<file path="config.mk">
export PLATFORM = sky130hd
export DESIGN_NAME = gii8_queue
export DESIGN_NICKNAME = d
export VERILOG_FILES = /design/src/sv/gii8_pkg.sv /design/src/sv/gii8_queue.sv
export SDC_FILE = /design/constraint.sdc
export NUM_CORES = 1
export LEC_CHECK = 0
export BUFFER_PORTS_ARGS = -buffer_cell sky130_fd_sc_hd__buf_2
export CAP_MARGIN = 20
export CORE_ASPECT_RATIO = 0.75
export CORE_MARGIN = 3
export CORE_UTILIZATION = 40
export CTS_CLUSTER_SIZE = 8
export DETAILED_ROUTE_END_ITERATION = 16
export GPL_TIMING_DRIVEN = 0
export SLEW_MARGIN = 20
export SYNTH_ARGS = -nofsm -noshare
export SYNTH_HDL_FRONTEND = slang
export SYNTH_SLANG_ARGS = --single-unit
</file>
<file path="constraint.sdc">
create_clock -name clk -period 1.88 [get_ports clk]
set_input_delay 0.094 -clock clk [delete_from_list [all_inputs] [get_ports clk]]
set_output_delay 0.094 -clock clk [all_outputs]
set_load 0.02 [all_outputs]
</file>
<file path="src/sv/gii8_pkg.sv">
// Shared types, constants and gradient helper for the gradient integral image block.
package gii8_pkg;

    localparam int NCH     = 8;
    localparam int SUM_W   = 30;
    localparam int ABS_W   = 29;
    localparam int GRAD_W  = 10;
    localparam int COL_W   = 12;
    localparam int QDEPTH  = 4;
    localparam int QAW     = 2;
    localparam int NJOB    = 3;
    localparam int TDATA_W = 240;

    // job kinds, in issue order
    localparam int JOB_UP        = 0;
    localparam int JOB_LAST_PREV = 1;
    localparam int JOB_LAST_END  = 2;

    localparam logic CFG_WIDTH  = 1'b0;
    localparam logic CFG_HEIGHT = 1'b1;

    typedef logic signed [GRAD_W-1:0] grad_t;
    typedef logic [SUM_W-1:0] sum_t;
    typedef logic [NCH-1:0][SUM_W-1:0] line_t;

    typedef struct packed {
        logic [COL_W-1:0] col;
        grad_t            dx;
        grad_t            dy;
        logic             first_row;
        logic             last_set;
        logic             frame_end;
    } job_t;

    typedef struct packed {
        logic not_empty;
        logic not_full;
    } q_status_t;

    function automatic grad_t grad(input logic [7:0] a, input logic [7:0] b,
                                   input logic dbl);
        grad_t d;
        d = {2'b00, a} - {2'b00, b};
        return dbl ? grad_t'(d <<< 1) : d;
    endfunction

endpackage

</file>
<file path="src/sv/gii8_queue.sv">
// Short job queue between the front end and the accumulation back end.
module gii8_queue
    import gii8_pkg::*;
(
    input  logic      clk,
    input  logic      rst_n,
    input  logic      push,
    input  job_t      push_job,
    input  logic      pop,
    output job_t      head,
    output q_status_t stat
);

    job_t           slots [QDEPTH];
    logic [QAW-1:0] wr_ptr_reg, rd_ptr_reg;
    logic [QAW:0]   count_reg;

    assign head          = slots[rd_ptr_reg];
    assign stat.not_empty = (count_reg != '0);
    assign stat.not_full  = (count_reg != (QAW+1)'(QDEPTH));

    always_ff @(posedge clk)
    begin
        if (push)
            slots[wr_ptr_reg] <= push_job;
    end

    always_ff @(posedge clk or negedge rst_n)
    begin
        if (!rst_n)
        begin
            wr_ptr_reg <= '0;
            rd_ptr_reg <= '0;
            count_reg  <= '0;
        end
        else
        begin
            if (push)
                wr_ptr_reg <= wr_ptr_reg + QAW'(1);
            if (pop)
                rd_ptr_reg <= rd_ptr_reg + QAW'(1);
            unique case ({push, pop})
                2'b10:   count_reg <= count_reg + (QAW+1)'(1);
                2'b01:   count_reg <= count_reg - (QAW+1)'(1);
                default: count_reg <= count_reg;
            endcase
        end
    end

endmodule

</file>
==> key figures, run 1 <==
Power
  • Clk pwr share: 0.296
  • P_sw: 0.00346 W
  • Pwr Density: 1620 mW/mm²
  • Total Power: 0.0117 W
  • Int Pwr: 0.00825 W
  • Leak: roughly 2.6 nW
  • Peak VDD IR: 0.000977 V
  • Seq pwr share: 0.380
  • Sw Share: 0.295
  • Gate power share: 0.323

STA
  • Layout Skew: 0.00749 ns
  • F_max: 531 MHz
  • Relative slew slack: 0.684
  • Setup-failing EPs final: 1
  • Period minus WS final: 1.88 ns
  • Post-route setup slack: -0.00409 ns
  • Final Hold Fails: 0
  • RSZ-0062 raised after global routing: true
  • Final Max Slew Viols: 0
  • Period utilization: 1.00
  • Setup TNS: -0.00409 ns
  • Slew @ Worst Pin: 0.474 ns

Worst setup path
  • CP cell instances: buf_12 > buf_12 > mux4_2 > buf_2
  • WP data arrival: 1.79 ns
  • Data required, critical path: 1.79 ns
  • Crit end category: output port
  • R2R setup slack: 0.23 ns
  • Worst Setup Start Kind: flop
  • Crit path max-delay cell type: mux4_2
  • CP bufs+invs: 3
  • Setup Crit Path Kind: flop to output port
  • Max incr delay on CP: 0.54 ns
  • CP top delay family: multiplexers
  • Most frequent cell on the critical path: buf_12
  • CP max FO: 10

Drt
  • Via-per-instance ratio: 4.84
  • First-pass detailed-route iteration total: 4
  • DRC viols: 0
  • 1st-iter DRT viols: 97
  • Total Routed Length: ~10000 µm
  • Vias: 2622
  • Antenna violation net count after detailed routing: 0
  • Wire per inst: 18.2 µm

Clock tree
  • Clock Pin Slew Worst Setup and Hold Paths: approximately 0.06 ns
  • CTS buffer count: 17
  • Max Buffers Root-to-Sink: 2
  • Sink Count: 147
  • Root buf cell: clkbuf_16
  • Clock latency on the worst-skew pair: between 0.4 and 0.5 ns
  • CTS tree: yes
  • H-Tree Depth: 4

Layout
  • Max FFs per register: 140
  • Multi-input combinational cell area: 0.00100 mm²
  • Antenna cells: 0
  • # fillers: 1034
  • Fin nets: 404
  • Area delta synth->final: 31.6%
  • Proportion of layout cells with a drive suffix above 1: 0.418
  • Sequential cell area: 0.00438 mm²

Global route
  • Global-route wire length before repair: 15700 µm
  • Gr usage total: 0.140
  • Largest net degree at the start of global routing: 24
  • Grt ovf: 0
  • Vias in the first global route: 2883
  • Initial antenna violation count: 0

Synth
  • Syn_nets: 265
  • Synth Register Bits: 147
  • Area contributors post-synth: edfxtp_1, mux4_2, mux4_1, dfrtp_1, ha_1
  • Syn Area/Cell: 25.0 µm²
  • Yosys top cell area share: 0.764
  • Yosys top cell by area: edfxtp_1
  • Synth Warn #: 0
  • Synth cell types: 18
  • Register area share after synthesis: 0.796
  • Post-Syn Area: between 0.005 and 0.006 mm²
  • Synth Instances: 220

Place
  • I/O Buffers: 75
  • GPL Wtd Cong: 0.672
  • Dpl hpwl: 5950 µm

Die
  • IO Count: 76
  • Num rows: 36
  • Starting Density: 0.417
  • Die area: roughly 0.015 mm²
  • Die Ht: 108 µm
  • Chip width: 141 µm
  • CORE AREA: 0.0132 mm²

Run status
  • Outcome: finished with violations
  • Failing checks: setup timing

Min path
  • Worst hold path class: input pin to async pin

Run
  • Max_cap viols: 0
## cells in the final DEF (no fill, tap or decap), types with 2 or more instances in the layout
cell type	netlist	routed
nand2_1	3	3
dfrtp_1	7	7
buf_2	4	70
clkinvlp_4	0	2
mux4_1	7	4
xor2_1	4	4
buf_12	3	9
buf_4	0	6
dlygate4sd3_1	0	38
mux4_2	28	31
o21ai_0	2	2
xnor2_1	2	2
clkbuf_16	0	17
bufinv_16	0	4
edfxtp_1	140	140
and2_2	0	4
ha_1	5	5
clkinv_2	0	4
buf_6	1	5
inv_6	0	2
inv_1	6	6
## through the flow
stage	util	cells	hold WS [ns]	area [µm²]	setup slack, ns
2_1_floorplan	-	220	-0.202	5500	0.00757
3_3_place_gp	0.462	466	-0.0636	6090	-0.704
6_report	0.549	542	0.0414	7240	-0.00409
3_5_place_dp	0.468	470	-0.0642	6180	0.199
5_1_grt	0.549	542	0.0472	7240	-0.0716
4_1_cts	0.547	541	0.0389	7230	-0.0322
## logic make-up (layout without fill, tap and decap cells)
family | Yosys count | after routing | share of synthesized area
multiplexers | 35 | 35 | 0.148
buffers and inverters | 14 | 165 | 0.0207
AO/OA/AOI/OAI | 2 | 2 | 0.00182
XOR/XNOR | 6 | 6 | 0.00955
adder cells (fa/ha/maj) | 6 | 6 | 0.0150
AND/OR/NAND/NOR | 10 | 10 | 0.00932
flip-flops | 147 | 147 | 0.796
## final timing paths
check,start,to,cells after the start
min,rst_n,wr_ptr_reg[0],2
min reg2reg,count_reg[0],count_reg[0],1
max,rd_ptr_reg[0],head[22],4
max reg2reg,wr_ptr_reg[0],slots[2][21],4
max in group asynchronous,rst_n,rd_ptr_reg[0],2
min in group clk,push_job[32],slots[0][32],2
## area by class of cell
type | instances | share of cell area
Inverter | 6 | 0.00311
Tap cell | 171 | 0.0295
Buffer | 8 | 0.0154
Timing Repair Buffer | 120 | 0.124
Clock inverter | 14 | 0.0256
Clock buffer | 17 | 0.0587
Sequential cell | 147 | 0.605
Multi-Input combinational cell | 59 | 0.139
## routing by layer
metal | global-route usage | vias to the layer above | wire length [µm]
met5 | 0 | - | 0
met4 | 0.0370 | 0 | 53
met3 | 0.0511 | 6 | 565
met2 | 0.223 | 80 | 4780
met1 | 0.185 | 1333 | 4440
li1 | - | 1203 | -
## repair_timing
item / in CTS / in global routing
buffers inserted: 2 / 1
endpoints found under the setup margin: 29 / 34
resized for setup: 9 / 10
hold endpoints to repair: 151 / 0
hold buffers: 38 / 0
## synthesized netlist by cell type (all sizes together)
cell	number
xor2	4
ha	5
nand2	3
fa	1
inv	6
edfxtp	140
nand3	1
o21ai	2
mux4	35
buf	8
or3	1
nor2	1
and2	4
dfrtp	7
xnor2	2
## power by group through the flow
stage / logic (W) / clock network (W) / registers, W
4_1_cts: 0.00379 / 0.00354 / 0.00446
6_report: 0.00379 / 0.00347 / 0.00445
3_5_place_dp: 0.00357 / 0 / 0.00452
3_3_place_gp: 0.00344 / 0 / 0.00453
5_1_grt: 0.00409 / 0.00371 / 0.00451
2_1_floorplan: 0.00244 / 0 / 0.00448
No activity file was read; power rests on OpenSTA's default activity.
==> run 2, diff against run 1 <==
--- a/config.mk
+++ b/config.mk
@@ -9,10 +9,12 @@
 export CAP_MARGIN = 20
 export CORE_ASPECT_RATIO = 0.75
 export CORE_MARGIN = 3
-export CORE_UTILIZATION = 40
+export CORE_UTILIZATION = 45
 export CTS_CLUSTER_SIZE = 8
 export DETAILED_ROUTE_END_ITERATION = 16
 export GPL_TIMING_DRIVEN = 0
+export PLACE_DENSITY = 0.67
+export REMOVE_ABC_BUFFERS = 1
 export SLEW_MARGIN = 20
 export SYNTH_ARGS = -nofsm -noshare
 export SYNTH_HDL_FRONTEND = slang
==> key figures, run 2 (synthesis gave the netlist of run 1 again) <==
Layout
  • Finished Layout Cells: 534 (was 542)
  • Most frequent cells in the layout: edfxtp_1, buf_2, dlygate4sd3_1, mux4_2, buf_6 (was edfxtp_1, buf_2, dlygate4sd3_1, mux4_2, clkbuf_16)
  • Proportion of layout cells with a drive suffix above 1: 0.430 (was 0.418)
  • Fin nets: 404 (unchanged)
  • Area delta synth->final: 36.3% (was 31.6%)
  • Antenna cells: 0 (unchanged)
  • # fillers: 790 (was 1034)
  • Commonest non-fill, non-tap cell in the layout: edfxtp_1 (unchanged)
  • Max FFs per register: 140 (unchanged)

Power
  • Leak: 2.68 nW (was 2.60 nW)
  • Pwr Density: 1680 mW/mm² (was 1620 mW/mm²)
  • Total Power: 0.0126 W (was 0.0117 W)
  • Peak VDD IR: 0.000917 V (was 0.000977 V)

Die
  • Die Ht: 102 µm (was 108 µm)
  • Chip width: 134 µm (was 141 µm)
  • Starting Density: 0.467 (was 0.417)
  • IO Count: 76 (unchanged)
  • Num rows: 34 (was 36)
  • Die area: 0.0136 mm² (was 0.0152 mm²)
  • CORE AREA: 0.0118 mm² (was 0.0132 mm²)

Worst setup path
  • CP max FO: 7 (was 10)
  • R2R cell count: 4 (unchanged)
  • CP bufs+invs: 3 (unchanged)
  • CP top delay family: flip-flops (was multiplexers)
  • WP data arrival: 1.82 ns (was 1.79 ns)
  • WP depth: 4 (unchanged)
  • CP cell instances: buf_12 > buf_16 > mux4_2 > buf_6 (was buf_12 > buf_12 > mux4_2 > buf_2)
  • Worst Setup Start Kind: flop (unchanged)
  • Max incr delay on CP: 0.49 ns (was 0.54 ns)
  • Crit end category: output port (unchanged)
  • Setup Crit Path Kind: flop to output port (unchanged)
  • RR Startpoint: wr_ptr_reg[0] (unchanged)
  • Data required, critical path: 1.79 ns (about the same)
  • R2R setup slack: 0.18 ns (was 0.23 ns)
  • R2r endpoint: slots[2][21] (unchanged)
  • Crit path max-delay cell type: dfrtp_4 (was mux4_2)

STA
  • RSZ-0062 raised after global routing: true (unchanged)
  • Setup-failing EPs final: 22 (was 1)
  • Slew @ Worst Pin: 0.562 ns (was 0.474 ns)
  • Final Max Slew Viols: 0 (unchanged)
  • Relative slew slack: 0.625 (was 0.684)
  • F_max: 523 MHz (was 531 MHz)
  • Final Hold Fails: 0 (unchanged)
  • Period minus WS final: 1.91 ns (was 1.88 ns)
  • Layout Skew: 0.00750 ns (was 0.00749 ns)
  • Period utilization: 1.02 (was 1.00)
  • Post-route setup slack: -0.0310 ns (was -0.00409 ns)
  • Hold Worst Slack: 0.0415 ns (was 0.0414 ns)

Clock tree
  • Sink Count: 147 (unchanged)
  • Root buf cell: clkbuf_16 (unchanged)
  • Clock Pin Slew Worst Setup and Hold Paths: 0.06 ns (about the same)
  • H-Tree Depth: 4 (unchanged)
  • Clock latency on the worst-skew pair: 0.41 ns (about the same)
  • Max Buffers Root-to-Sink: 2 (unchanged)
  • CTS buffer count: 17 (unchanged)
  • CTS tree: yes (unchanged)

Drt
  • Antenna violation net count after detailed routing: 0 (unchanged)
  • Total Routed Length: 10000 µm (was 9850 µm)
  • Wire per inst: 18.8 µm (was 18.2 µm)
  • Via-per-instance ratio: 4.95 (was 4.84)
  • First-pass detailed-route iteration total: 4 (unchanged)
  • Vias: 2643 (was 2622)
  • 1st-iter DRT viols: 125 (was 97)
  • DRC viols: 0 (unchanged)

Place
  • GPL Wtd Cong: 0.641 (was 0.672)
  • I/O Buffers: 75 (unchanged)
  • Placed Instances: 455 (was 470)
  • Dpl hpwl: 5810 µm (was 5950 µm)

Run status
  • Failing checks: setup timing (unchanged)
  • Outcome: finished with violations (unchanged)

Global route
  • Largest net degree at the start of global routing: 21 (was 24)
  • Gr usage total: 0.161 (was 0.140)
  • Vias in the first global route: 2920 (was 2883)
  • Initial antenna violation count: 0 (unchanged)
  • Grt ovf: 0 (unchanged)
  • Global-route wire length before repair: 16100 µm (was 15700 µm)

Run
  • Max_cap viols: 0 (unchanged)

Min path
  • Worst hold path class: input pin to async pin (unchanged)
run 2: cell count changes in the layout (fill, tap and decap cells not counted), moves of 3 or more:
cell,previous run,this run
buf_12,9,3
clkbuf_8,0,4
buf_6,5,30
buf_16,0,8
buf_2,70,45
mux4_2,31,35
clkbuf_1,0,3
mux4_1,4,0
buf_4,6,3
clkinv_2,4,1
run 2: repair_timing:
action | 4_1_cts | 5_1_grt
hold buffers | 38 | 0
gates cloned | 3 | 0
gates resized for setup | 70 | 3
endpoints found under the setup margin | 30 | 35
buffers inserted | 3 | 4
hold endpoints to repair | 151 | 0
run 2: layout make-up:
class | instances | area (µm²) | area share
sequential | 147 | 4390 | 0.585
multi-input combinational | 59 | 990 | 0.132
clock buffer | 24 | 492 | 0.0655
timing repair buffer | 128 | 1260 | 0.168
inverter | 6 | 22.5 | 0.00300
tap | 162 | 203 | 0.0270
clock inverter | 8 | 149 | 0.0198
run 2: how the worst max path moves through the flow:
stage	start	endpoint	slack, ns
finish	rd_ptr_reg[0]	head[16]	-0.03
floorplan	rd_ptr_reg[0]	head[0]	-0.48
global placement	rd_ptr_reg[0]	head[34]	-1.17
detailed placement	wr_ptr_reg[0]	slots[2][8]	0.14
CTS	rd_ptr_reg[0]	head[16]	-0.07
global route	rd_ptr_reg[0]	head[21]	-0.09
run 2: through the flow:
stage / TNS [ns] / util / area, µm² / setup WS (ns)
floorplan: -14.47 / - / 5410 / -0.483
global placement: -129.93 / 0.508 / 5990 / -1.17
detailed placement: 0 / 0.523 / 6170 / 0.142
CTS: -1.64 / 0.635 / 7480 / -0.0737
global route: -2.08 / 0.637 / 7500 / -0.0915
finish: -0.301 / 0.637 / 7500 / -0.0310
run 2: report_power, final:
part	switching (W)	total (W)	internal, W
Sequential	0.000196	0.00451	0.00431
Clock	0.00121	0.00357	0.00237
Combinational	0.00217	0.00451	0.00233
run 2: routing by layer:
layer	part of all wire	global-route usage	vias up
met5	0	0	-
met4	0.0078	0.0545	0
met3	0.048	0.0531	11
met2	0.49	0.258	72
met1	0.45	0.211	1361
li1	-	-	1199
